$ cat src/rtl/ray_box_slab_test_core_assert.svh
// assertion macros for the ray box slab test block
// expects clk_i and rst_ni in the scope of each use
`ifndef RAY_BOX_SLAB_TEST_CORE_ASSERT_SVH
`define RAY_BOX_SLAB_TEST_CORE_ASSERT_SVH

// same-cycle implication
`define RBST_ASSERT_NOW(label, ante, cons) \
  label: assert property (@(posedge clk_i) disable iff (!rst_ni) (ante) |-> (cons)) \
    else $error("rbst assertion failed");

// next-cycle implication
`define RBST_ASSERT_NEXT(label, ante, cons) \
  label: assert property (@(posedge clk_i) disable iff (!rst_ni) (ante) |=> (cons)) \
    else $error("rbst assertion failed");

`endif

$ cat src/rtl/rbst_pkg.sv
// shared constants and types for the ray box slab test block
// no dependencies
package rbst_pkg;

  localparam int COORD_WIDTH_DEF = 32;
  localparam int FRAC_BITS_DEF   = 16;

  localparam int NUM_REGS = 6;
  localparam int RIDX_W   = 3;

  localparam logic [RIDX_W-1:0] REG_ORIGIN_X  = 3'd0;
  localparam logic [RIDX_W-1:0] REG_ORIGIN_Y  = 3'd1;
  localparam logic [RIDX_W-1:0] REG_ORIGIN_Z  = 3'd2;
  localparam logic [RIDX_W-1:0] REG_INV_DIR_X = 3'd3;
  localparam logic [RIDX_W-1:0] REG_INV_DIR_Y = 3'd4;
  localparam logic [RIDX_W-1:0] REG_INV_DIR_Z = 3'd5;

  // stage load enables handed to each axis lane
  typedef struct packed {
    logic en_diff;
    logic en_mul;
    logic en_ord;
  } rbst_lane_ctrl_t;

endpackage

$ cat src/rtl/rbst_merge.sv
// merge stage: latest entry and earliest exit over the three lanes,
// clipped to the ray interval, registered hit flag; uses rbst_pkg widths
module rbst_merge #(
  parameter int COORD_WIDTH = rbst_pkg::COORD_WIDTH_DEF
) (
  input  logic                          clk_i,
  input  logic                          en_i,
  input  logic signed [COORD_WIDTH-1:0] near_i [3],
  input  logic signed [COORD_WIDTH-1:0] far_i  [3],
  input  logic signed [COORD_WIDTH-1:0] t_low_i,
  input  logic signed [COORD_WIDTH-1:0] t_high_i,
  output logic                          hit_o
);

  logic signed [COORD_WIDTH-1:0] ent_a, ent_b, ent_m;
  logic signed [COORD_WIDTH-1:0] ext_a, ext_b, ext_m;
  logic hit_q;

  // two-level max and min trees
  assign ent_a = (near_i[0] > t_low_i)   ? near_i[0] : t_low_i;
  assign ent_b = (near_i[2] > near_i[1]) ? near_i[2] : near_i[1];
  assign ent_m = (ent_b > ent_a)         ? ent_b     : ent_a;

  assign ext_a = (far_i[0] < t_high_i)   ? far_i[0]  : t_high_i;
  assign ext_b = (far_i[2] < far_i[1])   ? far_i[2]  : far_i[1];
  assign ext_m = (ext_b < ext_a)         ? ext_b     : ext_a;

  always_ff @(posedge clk_i) begin
    if (en_i) begin
      hit_q <= (ent_m <= ext_m);
    end
  end

  assign hit_o = hit_q;

endmodule

$ cat config.mk
export PLATFORM = sky130hd
export DESIGN_NAME = rbst_merge
export DESIGN_NICKNAME = d
export VERILOG_FILES = /design/src/rtl/ray_box_slab_test_core_assert.svh /design/src/rtl/rbst_pkg.sv /design/src/rtl/rbst_merge.sv
export SDC_FILE = /design/constraint.sdc
export NUM_CORES = 1
export LEC_CHECK = 0
export BUFFER_PORTS_ARGS = -buffer_cell sky130_fd_sc_hd__buf_2
export CELL_PAD_IN_SITES_DETAIL_PLACEMENT = 0
export CELL_PAD_IN_SITES_GLOBAL_PLACEMENT = 2
export CORE_UTILIZATION = 29
export DETAILED_ROUTE_END_ITERATION = 8
export HOLD_SLACK_MARGIN = 0.15
export PLACE_DENSITY = 0.83
export SLEW_MARGIN = 10
export SYNTH_ARGS = -nofsm -noshare
export SYNTH_HDL_FRONTEND = slang
export SYNTH_SLANG_ARGS = --single-unit
$ cat constraint.sdc
create_clock -name clk_i -period 11 [get_ports clk_i]
set_clock_uncertainty 0.15 [all_clocks]
set_input_delay 1.65 -clock clk_i [delete_from_list [all_inputs] [get_ports clk_i]]
set_output_delay 1.65 -clock clk_i [all_outputs]
set_load 0.01 [all_outputs]
==> impl_metrics.py <==
metrics = {
    "synthesis": {
        "ys_types": 52,
        "synth.avg_cell_area_um2": 7.51,
        "yosys.area.top_type": "ha_1",
        "synth_top_area_share_pct": 36.0,
        "synth-seq-area-share_pct": 0.391,
        "synth_area_um2": 7680,
        "ys_seq_elements": 1,
        "netlist_instances": 1023,
        "synth-async-reset-ratio_pct": 0,
        "synth_flop_cell": "edfxtp_1",
        "synthTopCellsByArea": "ha_1, mux2i_1, inv_1, a21oi_1, mux2_1",
        "ys_warn_count": 0,
        "synth_edf_count": 1,
        "syn-num-nets": 1502,
    },
    "setup_path": {
        "required_ns": 10.68,
        "crit_slowest_cell": "a2111oi_0",
        "cp_num_buf_inv": 4,
        "cpMostUsedCell": "o21a_1",
        "cp_data_arrival_time_ns": 9.56,
        "crit_family": "compound AO/OA/AOI/OAI gates",
        "cp-end-kind": "flip-flop",
        "cp_max_fo": 18,
        "path_class": "input pin to flip-flop",
        "slowest_delay_ns": 0.63,
        "startpoint_type": "input pin",
    },
    "floorplan": {
        "io_pins": 259,
        "core.rowCount": 59,
        "start_util_pct": 29.5,
        "fp.dieArea_um2": 27100,
        "die_height_um": 165,
        "core_um2": 26100,
        "die_width_um": 165,
    },
    "pwr": {
        "ir_drop_mv": 0.0369,
        "leakagePower_nw": 5.50,
        "p_per_area_nw_per_um2": 87.0,
    },
    "clock_tree": {
        "cts_resized": 0,
        "cts_hold_buf": 0,
        "path_clk_slew_ns": 0,
        "post_cts_buffers": 0,
    },
    "detailed_routing": {
        "firstDrtPassIters": 5,
        "avgViaCountPerCell": 4.86,
        "drc": 0,
        "antenna_left": 0,
        "wl_um": 25500,
        "dr_total_vias": 7806,
        "routedWlPerCell_um": 15.9,
        "drt_iter0_drc": 370,
    },
    "place": {
        "gp_congestion": 0.869,
        "dpl_worst_slack_ns": 0.987,
        "place_inst": 1605,
        "place.port_buffers": 258,
        "placed_area_um2": 9390,
        "place_hpwl_um": 23700,
    },
    "grt": {
        "grt.total_usage_pct": 18.2,
        "grt_max_degree": 33,
        "grt_pass1_vias": 7535,
        "grt_pass1_wl_um": 38600,
        "overflow": 0,
        "antenna_found_initial": 0,
    },
    "sta": {
        "final-hold-violation-count": 0,
        "min_period_over_period_pct": 89.8,
        "setup_tns_ns": 0,
        "period_needed_ns": 9.88,
        "max_freq_ghz": 0.101,
        "relSlewSlack_pct": 55.0,
        "rsz0062_at_grt": "no",
        "setup_viol": 0,
        "fin_ws_ns": 1.12,
        "tightest_slew_ns": 0.658,
        "drv_slew": 0,
    },
    "final_layout": {
        "final_cell_count_no_fill": 1605,
        "final_net_count": 1751,
        "regArea_um2": 30.0,
        "fill_cells": 2818,
        "multi_input_area_um2": 6810,
        "design_area_um2": 9390,
        "diodes": 0,
        "drive_gt1_share_pct": 22.0,
        "area_delta_synth_final_pct": 22.2,
        "post-route-util_pct": 36.0,
        "largest_reg_flops": 1,
    },
    "outcome": {
        "outcome": "completed",
    },
    "run": {
        "drv_cap": 0,
    },
    "min_path": {
        "hp-class": "input pin to flip-flop",
    },
}
placed cells by master, fill, tap and decap left out, types with 5 or more instances in the layout:
| cell | n |
|---|---|
| a211oi_1 | 12 |
| a21o_1 | 22 |
| a21oi_1 | 88 |
| a31oi_1 | 5 |
| buf_2 | 258 |
| buf_4 | 9 |
| ha_1 | 221 |
| inv_1 | 196 |
| mux2_1 | 30 |
| mux2_2 | 5 |
| mux2i_1 | 128 |
| nand2_1 | 37 |
| nand2b_1 | 9 |
| nand3_1 | 14 |
| nand4_1 | 36 |
| nor2_1 | 61 |
| nor2b_1 | 11 |
| nor3_1 | 14 |
| o211ai_1 | 5 |
| o21a_1 | 9 |
| o21ai_0 | 44 |
cell families (layout without fill, tap and decap cells):
family / after synthesis / after routing / synth area share (%)
adders and majority gates: 221 / 221 / 36.0
buffers and inverters: 218 / 465 / 11.2
AOI/OAI and AO/OA: 216 / 216 / 17.3
and+or+nand+nor: 203 / 203 / 13.2
muxes: 164 / 164 / 21.9
DFF: 1 / 1 / 0.391
synthesized netlist by cell type, types with 11 or more instances:
library cell	instances
a211oi_1	12
nand2_1	37
nor3_1	14
mux2_1	30
nand3_1	14
nor2b_1	11
a21oi_1	88
ha_1	221
o21ai_0	44
a21o_1	22
nand4_1	36
mux2i_1	129
nor2_1	61
inv_1	196
area by class of cell:
class | instances | area share (%)
timing repair buffer | 269 | 14.9
sequential | 1 | 0.320
tap | 335 | 4.46
multi-input combinational | 804 | 72.5
inverter | 196 | 7.83
layer usage:
layer	vias up	track usage (%)	wire (um)
met5	-	0	0
met3	8	1.61	1410
met4	0	1.17	173
li1	4172	-	-
met1	3418	25.3	12500
met2	208	31.3	11400
where the power goes:
| part | total, mW | switching (mW) | internal [mW] |
|---|---|---|---|
| logic | 0.807 | 0.442 | 0.366 |
| registers | 0.00951 | 0.00193 | 0.00758 |
| clock network | 0 | 0 | 0 |
path summary, 6_finish.rpt:
check	from	endpoint	cells after the start
hold / removal	en_i	hit_o$_DFFE_PP_	1
setup / recovery	near_i[12]	hit_o$_DFFE_PP_	33
metrics by stage:
stage | hold WS, ns | total power, mW
floorplan | 1.61 | 0.571
global placement | 1.76 | 0.817
detailed placement | 1.76 | 0.824
CTS | 1.76 | 0.830
global route | 1.75 | 0.928
finish | 1.73 | 0.817
(Power assumes the default switching activity.)
